$ cat src/rtl/bpts_pkg.sv
// Shared types and constants for the bounded priority task scheduler.
// Used by every module in rtl/; depends on nothing.
package bpts_pkg;

  localparam int QUEUE_DEPTH = 256;
  localparam int MAX_WORKERS = 16;
  localparam int QCNT_W      = $clog2(QUEUE_DEPTH + 1);
  localparam int WCNT_W      = $clog2(MAX_WORKERS + 1);

  localparam int ADDR_W = 3;
  localparam int DATA_W = 32;

  localparam logic [8:0]  MAX_QUEUE_SIZE_RST = 9'd200;
  localparam logic [4:0]  WORKER_COUNT_RST   = 5'd1;
  localparam logic [31:0] CNT_MAX            = 32'hFFFF_FFFF;
  localparam logic [39:0] BYTES_MAX          = 40'hFF_FFFF_FFFF;

  typedef enum logic [1:0] {
    REQ_SUBMIT   = 2'd0,
    REQ_DISPATCH = 2'd1,
    REQ_COMPLETE = 2'd2
  } req_code_t;

  typedef enum logic {
    REG_MAX_QUEUE_SIZE = 1'b0,
    REG_WORKER_COUNT   = 1'b1
  } reg_idx_t;

  typedef enum logic {
    ST_IDLE,
    ST_EXEC
  } state_t;

  typedef struct packed {
    logic [1:0]         req_type;
    logic signed [15:0] task_priority;
    logic [7:0]         camera_id;
    logic [3:0]         algo_type;
    logic [31:0]        task_bytes;
  } req_t;

  typedef struct packed {
    logic               accepted;
    logic               dropped;
    logic               dispatch_valid;
    logic [7:0]         out_camera_id;
    logic [3:0]         out_algo_type;
    logic signed [15:0] out_priority;
    logic [8:0]         queue_count;
    logic [4:0]         in_flight_count;
    logic [31:0]        dropped_count;
    logic [31:0]        processed_count;
    logic [39:0]        queued_bytes;
  } rsp_t;

  typedef struct packed {
    logic signed [15:0] prio;
    logic [7:0]         cam;
    logic [3:0]         kind;
    logic [31:0]        bytes;
  } task_entry_t;

  typedef struct packed {
    logic [QCNT_W-1:0] q_limit;
    logic [WCNT_W-1:0] w_limit;
  } cfg_t;

  typedef struct packed {
    logic capture;
    logic insert;
    logic drop;
    logic pop;
    logic complete;
    logic load_out;
  } cmd_t;

  typedef struct packed {
    logic [1:0] req_type;
    logic       queue_full;
    logic       can_dispatch;
  } status_t;

endpackage

$ cat src/rtl/bpts_regs.sv
// Configuration registers behind the APB-style port, with the effective
// queue and worker limits derived from them. Depends on bpts_pkg.
module bpts_regs import bpts_pkg::*; (
  input  logic              clk,
  input  logic              rst,
  input  logic              psel,
  input  logic              penable,
  input  logic              pwrite,
  input  logic [ADDR_W-1:0] paddr,
  input  logic [DATA_W-1:0] pwdata,
  output logic [DATA_W-1:0] prdata,
  output logic              pready,
  output cfg_t              cfg
);

  logic [8:0] max_queue_size;
  logic [4:0] worker_count;
  reg_idx_t   reg_idx;
  logic       wr_en;

  assign pready  = 1'b1;
  assign reg_idx = reg_idx_t'(paddr[2]);
  assign wr_en   = psel && penable && pwrite && pready;

  always_ff @(posedge clk) begin
    if (rst) begin
      max_queue_size <= MAX_QUEUE_SIZE_RST;
      worker_count   <= WORKER_COUNT_RST;
    end else if (wr_en) begin
      unique case (reg_idx)
        REG_MAX_QUEUE_SIZE: max_queue_size <= pwdata[8:0];
        REG_WORKER_COUNT:   worker_count   <= pwdata[4:0];
        default: ;
      endcase
    end
  end

  always_comb begin
    unique case (reg_idx)
      REG_MAX_QUEUE_SIZE: prdata = {23'd0, max_queue_size};
      REG_WORKER_COUNT:   prdata = {27'd0, worker_count};
      default:            prdata = '0;
    endcase
  end

  // A zero limit behaves as one; a limit beyond the hardware behaves as its size.
  always_comb begin
    if (max_queue_size == 9'd0) begin
      cfg.q_limit = QCNT_W'(1);
    end else if (32'(max_queue_size) > QUEUE_DEPTH) begin
      cfg.q_limit = QCNT_W'(QUEUE_DEPTH);
    end else begin
      cfg.q_limit = QCNT_W'(max_queue_size);
    end
    if (worker_count == 5'd0) begin
      cfg.w_limit = WCNT_W'(1);
    end else if (32'(worker_count) > MAX_WORKERS) begin
      cfg.w_limit = WCNT_W'(MAX_WORKERS);
    end else begin
      cfg.w_limit = WCNT_W'(worker_count);
    end
  end

endmodule

$ cat config.mk
export PLATFORM = sky130hd
export DESIGN_NAME = bpts_regs
export DESIGN_NICKNAME = d
export VERILOG_FILES = /design/src/rtl/bpts_pkg.sv /design/src/rtl/bpts_regs.sv
export SDC_FILE = /design/constraint.sdc
export NUM_CORES = 1
export LEC_CHECK = 0
export ABC_AREA = 1
export BUFFER_PORTS_ARGS = -buffer_cell sky130_fd_sc_hd__buf_2
export CAP_MARGIN = 20
export CORE_UTILIZATION = 37
export DETAILED_ROUTE_END_ITERATION = 8
export PLACE_DENSITY_LB_ADDON = 0.15
export SLEW_MARGIN = 10
export SYNTH_ARGS = -nofsm -noshare
export SYNTH_HDL_FRONTEND = slang
export SYNTH_SLANG_ARGS = --single-unit
$ cat constraint.sdc
create_clock -name clk -period 1.1 [get_ports clk]
set_input_delay 0.11 -clock clk [delete_from_list [all_inputs] [get_ports clk]]
set_output_delay 0.11 -clock clk [all_outputs]
set_load 0.02 [all_outputs]
## Yosys cells after proc, flatten, opt, wreduce, memory -nomap -nowiden

Cells that the tools add are included.
W data, S select, Z words.

| word-level totals | value |
|---|---|
| logic and storage cells | 16 |
| output and inout bits | 47 |
| register bits after elaboration | 14 |
| input port bits | 40 |

| operators by class | value |
|---|---|
| mux-type cells | 5 |
| $lt $le $gt $ge | 2 |
| reduce and logical (&&, ||, !) cells | 6 |
| bitwise operators | 1 |

Operators with widths:

| operator | number |
|---|---|
| $pmux W32 S2 | 1 |
| $mux W9 | 2 |
| $mux W5 | 2 |
| $gt A9 B9 Y1 const B | 1 |
| $logic_not A9 Y1 | 1 |
| $gt A5 B5 Y1 const B | 1 |
| $logic_not A5 Y1 | 1 |
| $reduce_and A2 Y1 | 2 |
| $logic_and A1 B1 Y1 | 2 |
| $not A1 Y1 | 1 |

## Longest topological paths before layout

| logic depth | value |
|---|---|
| depth in word-level cells | 3 |
| gate-level depth with buffers | 6 |
| depth with buffers taken out | 5 |

## Worst setup path after synthesis

Ideal clock, no wire load.

| timing | value |
|---|---|
| path kind | flip-flop to output port |
| start | register worker_count[0] |
| end | output cfg[1] (netlist bit) |
| path buffers | 0 |
| arrival time | 0.994 ns |
| required time | 0.990 ns |
| setup slack | -0.004 ns |
| cell stages (with the launch flop) | 4 |
| cells stage by stage | dfxtp_1 > nor2_1 > nand3_1 > a21boi_0 |

RTL lines:

| element | RTL line | text |
|---|---|---|
| from (decl) | bpts_regs.sv:17 | `logic [4:0] worker_count;` |
| from (signal assigned) | bpts_regs.sv:32 | `REG_WORKER_COUNT: worker_count <= pwdata[4:0];` |
| to (decl) | bpts_regs.sv:13 | `output cfg_t cfg` |

==> metrics.md <==
| Metric | Value |
|---|---|
| Min-delay src | `pwdata[6]` |
| RSZ-0062 raised after global routing | `true` |
| Metal2 WL | `1.132 mm` |
| Crit path capture type | `output port` |
| GR Overflow Total | `0` |
| R2R Path Start | `worker_count[1]` |
| # H-tree levels | `1` |
| Post-Syn Instances | `159` |
| FMAX | `721.8 MHz` |
| Std-Cell Rows | `18` |
| Synthesized flop and latch total | `14` |
| Reg power frac | `0.417` |
| Worst EP required | `990 ps` |
| Failing checks | `negative setup slack` |
| Final ANT Viol Nets | `0` |
| CP delay by family, top | `simple AND/OR/NAND/NOR gates` |
| CP startpoint kind | `flip-flop` |
| Drt drc | `0` |
| Fillers | `244` |
| CTS Sinks | `14` |
| Initial core utilization | `0.3894` |
| First drt pass iteration count | `4` |
| Post-Syn Area | `964.7 sq um` |
| Psw | `0.4253 mW` |
| Final hold viol count | `0` |
| Max-Cap Viols | `0` |
| Setup WS post-layout | `-285.5 ps` |
| Die area | `2815 sq um` |
| DP HPWL | `1.564 mm` |
| Lkg Pwr | `0.7632 nW` |
| Cells along the critical path | `nor2_1, nand2_1, nor2_4, nor2_4, nor2_1, buf_4` |
| Slowest cell on crit path | `dfxtp_2` |
| Reg2reg end | `worker_count[1]` |
| Status | `finished with violations` |
| Detailed Route WL | `2.283 mm` |
| Clock Power Share | `0.280` |
| Layout area overhead | `51.23%` |
| Internal reg-to-reg setup slack | `260 ps` |
| Worst-Skew Late Latency | `270 ps` |
| End of the worst hold path | `max_queue_size[6]` |
| Vias in the first global route | `733` |
| R2r worst-path depth | `4` |
| Chip height | `53.06 microns` |
| Sw Share | `0.3270` |
| CTS tree | `built` |
| Most frequent cells in the layout | `nand2_1, nor2_1, conb_1` |
| Bufs and invs on worst path | `1` |
| Util after Layout | `0.5889` |
| M1 WL | `1.040 mm` |
| WL/cell | `9.513 microns` |
| Internal | `0.8752 mW` |
| Placed instance area | `1145 sq um` |
| Hold_buf cts | `0` |
| Root buffer cell | `clkbuf_4` |
| Fraction of the yosys area taken by sequential cells | `0.2905` |
| Kind of critical path | `flip-flop to output port` |
| Routability congestion estimate from global placement | `0.7896` |
| Layout cells sized above 1 | `0.4905` |
| Final Non-Filler Cells | `240` |
| Clock skew | `0 ps` |
| Critical Path AT | `1280 ps` |
| WL met3 | `92 microns` |
| Most common cell after layout, fill and taps aside | `nand2_1` |
| IO buf count | `37` |
| Global-route wire length before repair | `3.236 mm` |
| Synthesized area per cell | `6.067 sq um` |
| Register Area | `299.0 sq um` |
| P per Cell Area | `891.4 nW/um^2` |
| Clock buffer depth | `2` |
| Synth warn | `0` |
| Post-Place Cells | `230` |
| Hold path depth | `3` |
| Setup TNS | `-2678 ps` |
| Comb pwr share | `0.303` |
| Num CTS Buffers | `3` |
| Pin count of the biggest net entering global routing | `15` |
| CP peak stage delay | `330 ps` |
| Fin nets | `251` |
| Yosys cell types | `16` |
| Drt first-iter violations | `16` |
| I/O pins | `87` |
| Min Tclk post-route | `1386 ps` |
| Final Cycle Share | `1.260` |
| Initial antenna violation count | `0` |
| Core Region | `2477 sq um` |
| Die X | `53.06 microns` |
| GRT Util Overall | `0.1610` |
| Top layer in use | `met4` |
| Antenna Cells | `0` |
| Multi-input combinational cell area | `565.5 sq um` |
| Setup violations, final | `16` |
| Max-slew violations | `0` |
| Worst-path fanout max | `7` |
| Min-Delay Path Class | `input pin to flip-flop` |
| Vias post-DR | `1002` |
| Reg clk slew, reported paths | `80 ps` |
| Drt via density | `4.175` |
| Peak VDD IR | `556.6 uV` |
| Final Instance Area | `1459 sq um` |
## repair_timing
| item | in CTS | in global routing |
|---|---|---|
| hold endpoints to repair | 0 | 0 |
| pin swaps | 2 | 11 |
| endpoints found under the setup margin | 20 | 21 |
| resized for setup | 48 | 47 |
| buffers inserted | 3 | 3 |
## flip-flops by register name (all words and copies together), names as in the netlist
| register | flops |
|---|---|
| worker_count | 5 |
| max_queue_size | 9 |
## synth_stat cells
cell | count | area (sq um)
nor2_1 | 39 | 146.4
nand2_1 | 37 | 138.9
buf_4 | 24 | 180.2
inv_1 | 20 | 75.07
dfxtp_1 | 14 | 280.3
o21ai_0 | 6 | 30.03
nand3_1 | 5 | 25.02
clkbuf_1 | 3 | 11.26
a21oi_1 | 2 | 10.01
conb_1 | 2 | 7.510
nor2_4 | 2 | 22.52
a21boi_0 | 1 | 7.510
buf_2 | 1 | 5.000
buf_6 | 1 | 11.26
inv_2 | 1 | 3.750
nand3_2 | 1 | 10.01
## cell families (layout without fill, tap and decap cells)
kind of cell,after synthesis,after routing,share of synthesized area
AND/OR/NAND/NOR,84,84,0.3554
AO/OA/AOI/OAI,9,9,0.04929
buffers and inverters,50,79,0.2970
flip-flops,14,14,0.2905
other,2,24,0.007785
## power by group through the flow
stage                     registers [mW]  clock network, mW  logic, mW
after global placement             0.549                  0      0.308
final                              0.542              0.364      0.394
after global routing               0.545              0.401      0.434
after detailed placement           0.549                  0      0.310
after floorplan                    0.547                  0      0.281
after CTS                          0.538              0.381      0.343
## tightest hold or removal path, delay by kind of cell
family / cells / cell delay (ps)
buffers and inverters: 1 / 70
AND/OR/NAND/NOR: 2 / 100
## routing by layer
metal / up-vias / global-route usage
li1: 521 / -
met1: 445 / 0.2193
met2: 34 / 0.2405
met3: 2 / 0.02874
met4: 0 / 0.07895
met5: - / 0
## worst max-delay path by stage
stage	from	end	slack (ps)	cells past startpoint
global placement	max_queue_size[0]	cfg[10]	-50	6
global route	max_queue_size[0]	cfg[10]	-360	6
CTS	max_queue_size[4]	cfg[11]	-270	6
detailed placement	max_queue_size[4]	cfg[11]	-70	6
floorplan	max_queue_size[0]	cfg[10]	20	5
finish	max_queue_size[0]	cfg[11]	-290	6
## layout make-up
type,instances,share of cell area
multi-input cells,117,0.3876
repair buffers,54,0.2976
flip-flops and latches,14,0.2050
inverters,21,0.05918
well taps,30,0.02573
clock buffers,4,0.02487
## per-stage QoR
stage	power (mW)	setup slack (ps)	hold slack, ps
global route	1.380	-364.2	34.13
global placement	0.8563	-49.81	324.2
detailed placement	0.8589	-74.13	330.8
CTS	1.262	-268.3	38.06
finish	1.300	-285.5	42.47
floorplan	0.8281	16.11	236.1
(Power assumes the default switching activity.)
