===== src/rtl/bpts_pkg.sv =====
// Shared types and constants for the bounded priority task scheduler.
// Used by every module in rtl/; depends on nothing.
package bpts_pkg;

  localparam int QUEUE_DEPTH = 256;
  localparam int MAX_WORKERS = 16;
  localparam int QCNT_W      = $clog2(QUEUE_DEPTH + 1);
  localparam int WCNT_W      = $clog2(MAX_WORKERS + 1);

  localparam int ADDR_W = 3;
  localparam int DATA_W = 32;

  localparam logic [8:0]  MAX_QUEUE_SIZE_RST = 9'd200;
  localparam logic [4:0]  WORKER_COUNT_RST   = 5'd1;
  localparam logic [31:0] CNT_MAX            = 32'hFFFF_FFFF;
  localparam logic [39:0] BYTES_MAX          = 40'hFF_FFFF_FFFF;

  typedef enum logic [1:0] {
    REQ_SUBMIT   = 2'd0,
    REQ_DISPATCH = 2'd1,
    REQ_COMPLETE = 2'd2
  } req_code_t;

  typedef enum logic {
    REG_MAX_QUEUE_SIZE = 1'b0,
    REG_WORKER_COUNT   = 1'b1
  } reg_idx_t;

  typedef enum logic {
    ST_IDLE,
    ST_EXEC
  } state_t;

  typedef struct packed {
    logic [1:0]         req_type;
    logic signed [15:0] task_priority;
    logic [7:0]         camera_id;
    logic [3:0]         algo_type;
    logic [31:0]        task_bytes;
  } req_t;

  typedef struct packed {
    logic               accepted;
    logic               dropped;
    logic               dispatch_valid;
    logic [7:0]         out_camera_id;
    logic [3:0]         out_algo_type;
    logic signed [15:0] out_priority;
    logic [8:0]         queue_count;
    logic [4:0]         in_flight_count;
    logic [31:0]        dropped_count;
    logic [31:0]        processed_count;
    logic [39:0]        queued_bytes;
  } rsp_t;

  typedef struct packed {
    logic signed [15:0] prio;
    logic [7:0]         cam;
    logic [3:0]         kind;
    logic [31:0]        bytes;
  } task_entry_t;

  typedef struct packed {
    logic [QCNT_W-1:0] q_limit;
    logic [WCNT_W-1:0] w_limit;
  } cfg_t;

  typedef struct packed {
    logic capture;
    logic insert;
    logic drop;
    logic pop;
    logic complete;
    logic load_out;
  } cmd_t;

  typedef struct packed {
    logic [1:0] req_type;
    logic       queue_full;
    logic       can_dispatch;
  } status_t;

endpackage


===== src/rtl/bpts_ctrl.sv =====
// Controller state machine: takes one request transaction, orders the
// datapath operation and owns the result valid flag. Depends on bpts_pkg.
module bpts_ctrl import bpts_pkg::*; (
  input  logic    clk,
  input  logic    rst,
  input  logic    req_valid,
  output logic    req_ready,
  output logic    rsp_valid,
  input  logic    rsp_ready,
  input  status_t status,
  output cmd_t    cmd
);

  state_t state, state_next;
  logic   rsp_valid_next;

  always_ff @(posedge clk) begin
    if (rst) begin
      state     <= ST_IDLE;
      rsp_valid <= 1'b0;
    end else begin
      state     <= state_next;
      rsp_valid <= rsp_valid_next;
    end
  end

  always_comb begin
    state_next = state;
    cmd        = '0;
    req_ready  = 1'b0;
    unique case (state)
      ST_IDLE: begin
        req_ready   = 1'b1;
        cmd.capture = req_valid;
        if (req_valid) begin
          state_next = ST_EXEC;
        end
      end
      ST_EXEC: begin
        // The result register must be free, or emptied in this same cycle.
        if (!rsp_valid || rsp_ready) begin
          cmd.load_out = 1'b1;
          state_next   = ST_IDLE;
          unique case (status.req_type)
            REQ_SUBMIT: begin
              cmd.drop   = status.queue_full;
              cmd.insert = !status.queue_full;
            end
            REQ_DISPATCH: cmd.pop      = status.can_dispatch;
            REQ_COMPLETE: cmd.complete = 1'b1;
            default: ;
          endcase
        end
      end
      default: state_next = ST_IDLE;
    endcase
  end

  always_comb begin
    if (cmd.load_out) begin
      rsp_valid_next = 1'b1;
    end else if (rsp_ready) begin
      rsp_valid_next = 1'b0;
    end else begin
      rsp_valid_next = rsp_valid;
    end
  end

endmodule


===== config.mk =====
export PLATFORM = sky130hd
export DESIGN_NAME = bpts_ctrl
export DESIGN_NICKNAME = d
export VERILOG_FILES = /design/src/rtl/bpts_pkg.sv /design/src/rtl/bpts_ctrl.sv
export SDC_FILE = /design/constraint.sdc
export NUM_CORES = 1
export LEC_CHECK = 0
export ABC_AREA = 1
export BUFFER_PORTS_ARGS = -buffer_cell sky130_fd_sc_hd__buf_2
export CORE_AREA = 2 2 39 41
export CTS_BUF_LIST = sky130_fd_sc_hd__clkbuf_4 sky130_fd_sc_hd__clkbuf_8
export CTS_CLUSTER_SIZE = 28
export DETAILED_ROUTE_END_ITERATION = 12
export DIE_AREA = 0 0 41 43
export PLACE_DENSITY_LB_ADDON = 0.08
export SKIP_LAST_GASP = 1
export SYNTH_ARGS = -nofsm -noshare
export SYNTH_HDL_FRONTEND = slang
export SYNTH_SLANG_ARGS = --single-unit

===== constraint.sdc =====
create_clock -name clk -period 1.1 [get_ports clk]
set_clock_uncertainty 0.15 [all_clocks]
set_input_delay 0.055 -clock clk [delete_from_list [all_inputs] [get_ports clk]]
set_output_delay 0.055 -clock clk [all_outputs]
set_load 0.005 [all_outputs]

# --- After elaboration in Yosys (flattened, before gate mapping) ---
# Cells that the tools add are included.
op_classes:
  eq_ne: 2
  mux: 12
  bitwise: 1
  n_reduce_logical: 5
op_table:
  columns: ["cell", "n"]
  rows:
  - ["$mux W5", 2]
  - ["$mux W1", 8]
  - ["$eq A2 B1 Y1 const B", 1]
  - ["$eq A2 B2 Y1 const B", 1]
  - ["$logic_not A1 Y1", 2]
  - ["$logic_not A2 Y1", 1]
  - ["$mux W2", 1]
  - ["$pmux W1 S2", 1]
  - ["$reduce_bool A2 Y1", 1]
  - ["$logic_or A1 B1 Y1", 1]
  - ["$not A1 Y1", 1]
word_totals:
  ff_bits: 2
  inputBits: 8

# --- Longest topological paths before layout ---
# Gate-level depths: netlist of run 1.
logic_depth:
  depth_word: 5
  mapped_depth: 4

# --- Least setup slack after synthesis of run 1 ---
# OpenSTA, ideal clock, no wires.
synth_timing:
  path_kind: "register to output"
  startpoint: "register state"
  endpoint: "output cmd[0] (netlist bit)"
  arrival_time_ns: 0.637
  required_ns: 0.895
  path_slack_ns: 0.258
  path_stages_with_launch: 4
  path_cell_list: "dfxtp_1 -> inv_2 -> a21oi_2 -> buf_4"
synth_rtl:
  columns: ["element", "line_no", "text"]
  rows:
  - ["start, declared", "bpts_ctrl.sv:14", "state_t state, state_next;"]
  - ["start signal, assigned", "bpts_ctrl.sv:22", "state <= state_next;"]
  - ["end, declared", "bpts_ctrl.sv:11", "output cmd_t cmd"]

==> metrics, run 1 <==
Final Cycle Share 100%; Finished Layout Cells 59; Crit path arrival time 0.90 ns; Post-Route WL roughly 470 um; IO Port Bufs 15; 1st-iter DRT viols 1; fillers ~160; DR vias/cell 3.49; final setup fails 1; crit start category flip-flop; die area roughly 0.0018 mm^2; crit-path cells nand2_2 > nand2_4 > nor2_1 > buf_2; placed cells 54; final hold violation count 0; First-pass DRT Iterations 2; Worst Setup Path Type reg -> out; CP Max Fanout 4; number of max-cap violations 0; Overflow after GRT 0; Num CTS Buffers 3; clk slew on worst S/H paths around 0.030 ns; PD cells about 1100 mW/mm^2; VDD IR-drop max 0.752 mV; die height between 40 and 50 um; failing checks setup timing; Initial Utilization 10.3%; first-pass GRT wire length ~650 um; fin worst setup slack -0.00165 ns; CP endpoint cmd[3]; DP Wirelength approximately 370 um; Avg Cell Area, Syn 5.94 um^2; cells after synthesis 24; total track usage 6.21%; status finished with violations; Pleak 0.158 nW; Max Slew Vio Count 0; RSZ-0062 raised after global routing yes; yosys warns 0; Yosys reg bits 2; CTS H-tree depth 1; Cell variety after synth 12; Die Wd 41 um; Ports 16; CP peak stage delay about 0.32 ns; CTS Root Cell clkbuf_4; delay-heaviest family, CP flip-flops; Clk network pwr share 51.2%; RR Endpoint state; register area share after synthesis 28.1%; Crit path depth 4; Buf/Inv on CP 1; combinational fraction of design power a little over a fifth; drt drc 0; Core Util, Final between 20% and 30%; initial antenna violation count 0; WP data required 0.89 ns; worst hold path type in -> reg; core area about 0.0014 mm^2; Post-Syn Area roughly 140 um^2; relative slew slack 91.5%; hold_sp rsp_ready; Final GP Congestion around 0.6; Layout area overhead 105%; Worst-Margin Slew ~0.13 ns; P_int 0.235 mW; postcts setup bufs 0; Clock Latency Late Sink around 0.23 ns; reg2reg setup slack 0.26 ns; reg2reg start state; Row Count 14; largest net degree at the start of global routing 5; post-route ant nets 0; Net Sw Frac 26.5%; switching pwr about 0.085 mW; Sink Count 2; vias after detailed routing between 200 and 250; fmax a little over 900 MHz; Crit-path slowest cell dfxtp_2; final net count 53; Tmin final about 1.1 ns; Reg power frac 27.2%; R2R depth 3; Crit. End Element primary output; share of layout cells above drive strength 1 a little over three fifths; vias in the first global route around 180; Antenna Cells 0; Clock Path Buffers 2; average wire per standard cell around 8 um; clock tree from TritonCTS yes; Worst Setup SP rsp_valid; Net Count, Synth 32
-- metrics by stage --
stage,setup TNS [ns],hold WS [ns],cell area [um^2],setup WS (ns),total power [mW]
2_1_floorplan,0,-0.0259,143,0.258,0.117
3_3_place_gp,0,0.0899,230,0.149,0.145
4_1_cts,-0.0192,0.0102,288,-0.00696,0.324
5_1_grt,-0.245,0.0356,293,-0.0568,0.354
3_5_place_dp,0,0.0893,230,0.147,0.146
6_report,-0.00165,0.0183,293,-0.00165,0.320
-- cell usage in the layout (no fill, tap or decap), drive strengths merged --
cell type	n
buf	15
nor2	7
inv	5
nand2	4
clkbuf	3
dlygate4sd3	2
a21oi	2
dfxtp	2
or2	1
nand3	1
o21bai	1
-- layer usage --
metal	wire (um)	vias to the layer above	part of all wire, %	track usage [%]
met5	0	-	0	0
met4	0	0	0	0
met3	60	0	13	9.42
met2	239	8	50	7.81
met1	174	89	37	6.07
li1	-	109	-	-
-- cell families after synthesis --
group / count (synthesis) / synth area share (%)
compound gates: 3 / 14.9
simple gates: 13 / 38.6
flops: 2 / 28.1
buf+inv: 6 / 18.4
-- synthesized netlist by cell type (all sizes together) --
cell type  n  area [um^2]
buf        1         7.51
dfxtp      2         40.0
nand2      4         15.0
a21oi      2         13.8
or2        1         6.26
inv        5         18.8
o21bai     1         7.51
nand3      1         5.00
nor2       7         28.8
-- worst min-delay path by stage --
stage | end | depth (start not counted)
after floorplan | rsp_valid | 1
after global placement | rsp_valid | 2
after detailed placement | rsp_valid | 2
after CTS | rsp_valid | 4
after global routing | rsp_valid | 4
final | rsp_valid | 4
-- flip-flops by register name (all words and copies together) (netlist names) --
| register | flops |
|---|---|
| rsp_valid | 1 |
| state | 1 |
-- power by group through the flow --
| stage | clock, mW | combinational, mW | sequential [mW] |
|---|---|---|---|
| 2_1_floorplan | 0 | 0.0317 | 0.0851 |
| 3_5_place_dp | 0 | 0.0604 | 0.0853 |
| 6_report | 0.164 | 0.0692 | 0.0870 |
| 4_1_cts | 0.169 | 0.0686 | 0.0869 |
| 3_3_place_gp | 0 | 0.0598 | 0.0852 |
| 5_1_grt | 0.190 | 0.0765 | 0.0881 |
-- cell type report --
cell class	count	area [um^2]	share of cell area (%)
timing repair buffer	17	95.1	32.5
multi-input combinational	16	91.3	31.2
sequential	2	45.0	15.4
clock buffer	3	22.5	7.69
tap	16	20.0	6.84
inverter	5	18.8	6.41
-- worst reg2reg max path: stages, from the launching register on --
cell and delay, ns:
dfxtp_4 0.36, inv_2 0.05, a21oi_2 0.12, nor2_1 0.05
-- what timing repair did --
item | in CTS | in global routing
pin swaps | 3 | 0
endpoints found under the setup margin | 5 | 5
hold buffers | 2 | 0
gates resized for setup | 6 | 2
hold endpoints to repair | 2 | 0
Note: power is estimated with default switching activity, not from simulation.
==> run 2, diff against run 1 <==
==> constraint.sdc (replaced) <==
create_clock -name clk -period 1.04 [get_ports clk]
set_clock_uncertainty 0.15 [all_clocks]
set_input_delay 0.052 -clock clk [delete_from_list [all_inputs] [get_ports clk]]
set_output_delay 0.052 -clock clk [all_outputs]
set_load 0.005 [all_outputs]
==> metrics, run 2 (synthesis gave the netlist of run 1 again) <==
CP Max Fanout 4 (unchanged); die area 0.00176 mm^2 (unchanged); failing checks setup timing (unchanged); Reg power frac 26.8% (was 27.2%); crit start category flip-flop (unchanged); CTS Root Cell clkbuf_4 (unchanged); switching pwr 0.0911 mW (was 0.0847 mW); Crit. End Element primary output (unchanged); Antenna Cells 0 (unchanged); Sink Count 2 (unchanged); Place WS 0.0899 ns (was 0.147 ns); VDD IR-drop max 0.787 mV (was 0.752 mV); Largest regs rsp_valid (1), state (1) (unchanged); Max Slew Vio Count 0 (unchanged); Post-Route WL 481 um (was 474 um); Clock Latency Late Sink 0.23 ns (about the same); core area 0.00138 mm^2 (unchanged); Clk network pwr share 50.6% (was 51.2%); clock tree from TritonCTS yes (unchanged); most frequent cells in the layout buf_2 (15), inv_1 (4), nor2_1 (4), nor2_2 (3), clkbuf_4 (3) (unchanged); vias after detailed routing 210 (was 206); final setup fails 5 (was 1); IO Port Bufs 15 (unchanged); Overflow after GRT 0 (unchanged); Num CTS Buffers 3 (unchanged); P_int 0.252 mW (was 0.235 mW); initial antenna violation count 0 (unchanged); Clock Path Buffers 2 (unchanged); Pleak 0.162 nW (was 0.158 nW); Worst Setup Path Type reg -> out (unchanged); average wire per standard cell 8.02 um (was 8.03 um); combinational fraction of design power 22.6% (was 21.6%); post-route ant nets 0 (unchanged); Final GP Congestion 0.585 (unchanged); drt drc 0 (unchanged); PD cells 1140 mW/mm^2 (was 1090 mW/mm^2); Layout area overhead 111% (was 105%); largest net degree at the start of global routing 5 (unchanged); RSZ-0062 raised after global routing yes (unchanged); 1st-iter DRT viols 3 (was 1); clk slew on worst S/H paths 0.03 ns (about the same); First-pass DRT Iterations 2 (unchanged); relative slew slack 91.5% (unchanged); share of layout cells above drive strength 1 63.6% (was 62.8%); setup TNS -0.255 ns (was -0.00165 ns); die height 43 um (unchanged); total track usage 6.21% (about the same); Worst-Margin Slew 0.127 ns (unchanged); WP data required 0.84 ns (was 0.89 ns); DR vias/cell 3.50 (was 3.49); hold_sp rsp_ready (unchanged); Initial Utilization 10.3% (unchanged); final total power 0.344 mW (was 0.320 mW); Crit path arrival time 0.90 ns (about the same); Ports 16 (unchanged); fmax 911 MHz; final hold slack 0.0160 ns (was 0.0183 ns); worst hold path type in -> reg (unchanged); vias in the first global route 177 (unchanged); fin worst setup slack -0.0579 ns (was -0.00165 ns); final net count 54 (was 53); first-pass GRT wire length 648 um (unchanged); leading cell type in the layout, fill and taps excluded buf_2 (unchanged); number of max-cap violations 0 (unchanged); Final Cycle Share 106%; Die Wd 41 um (unchanged); Row Count 14 (unchanged); DP Wirelength 372 um (unchanged); Worst Setup SP rsp_valid (unchanged); reg2reg start state (unchanged); final hold violation count 0 (unchanged); Net Sw Frac 26.5% (about the same); CTS H-tree depth 1 (unchanged); status finished with violations (unchanged); Tmin final approximately 1.1 ns
==> run 2: per-stage QoR <==
| stage | utilization (%) | cell area (um^2) | std cells |
|---|---|---|---|
| CTS | 21.3 | 295 | 60 |
| global route | 21.7 | 300 | 60 |
| finish | 21.7 | 300 | 60 |
| detailed placement | 16.6 | 230 | 54 |
| floorplan | - | 143 | 24 |
| global placement | 16.6 | 230 | 54 |
==> run 2: cell type report <==
type                       instances  area, um^2
sequential                         2        45.0
clock buffer                       3        22.5
fill                             161        1080
multi-input combinational         16        91.3
inverter                           5        18.8
timing repair buffer              18         103
tap                               16        20.0
==> run 2: what timing repair did <==
item / 4_1_cts / 5_1_grt
setup endpoints to repair: 5 / 5
setup buffers: 1 / 0
hold endpoints to repair: 2 / 0
gates resized for setup: 6 / 2
pin swaps: 3 / 0
hold buffers: 2 / 0
==> run 2: power groups by stage <==
| stage | combinational [mW] | sequential, mW | clock [mW] |
|---|---|---|---|
| after floorplan | 0.0336 | 0.0900 | 0 |
| after global placement | 0.0632 | 0.0901 | 0 |
| after detailed placement | 0.0639 | 0.0902 | 0 |
| after CTS | 0.0768 | 0.0919 | 0.179 |
| after global routing | 0.0855 | 0.0932 | 0.201 |
| final | 0.0777 | 0.0921 | 0.174 |
==> run 2: worst max-delay path, cell delays in order, from the launching register on <==
cell     delay (ns)
dfxtp_2        0.32
nand2_2        0.08
nand2_4        0.07
nor2_1         0.08
buf_2          0.11
==> run 2: routing by layer <==
| metal | part of all wire (%) | GRT usage, % | vias up |
|---|---|---|---|
| met5 | 0 | 0 | - |
| met3 | 12 | 9.42 | 0 |
| met1 | 37 | 6.05 | 92 |
| met4 | 0 | 0 | 0 |
| met2 | 52 | 7.81 | 8 |
| li1 | - | - | 110 |
==> run 2: final timing paths <==
kind,to,depth (start not counted),slack (ns)
min reg2reg,rsp_valid,2,0.36
min,rsp_valid,4,0.02
max reg2reg,rsp_valid,3,0.16
max,cmd[3],4,-0.06
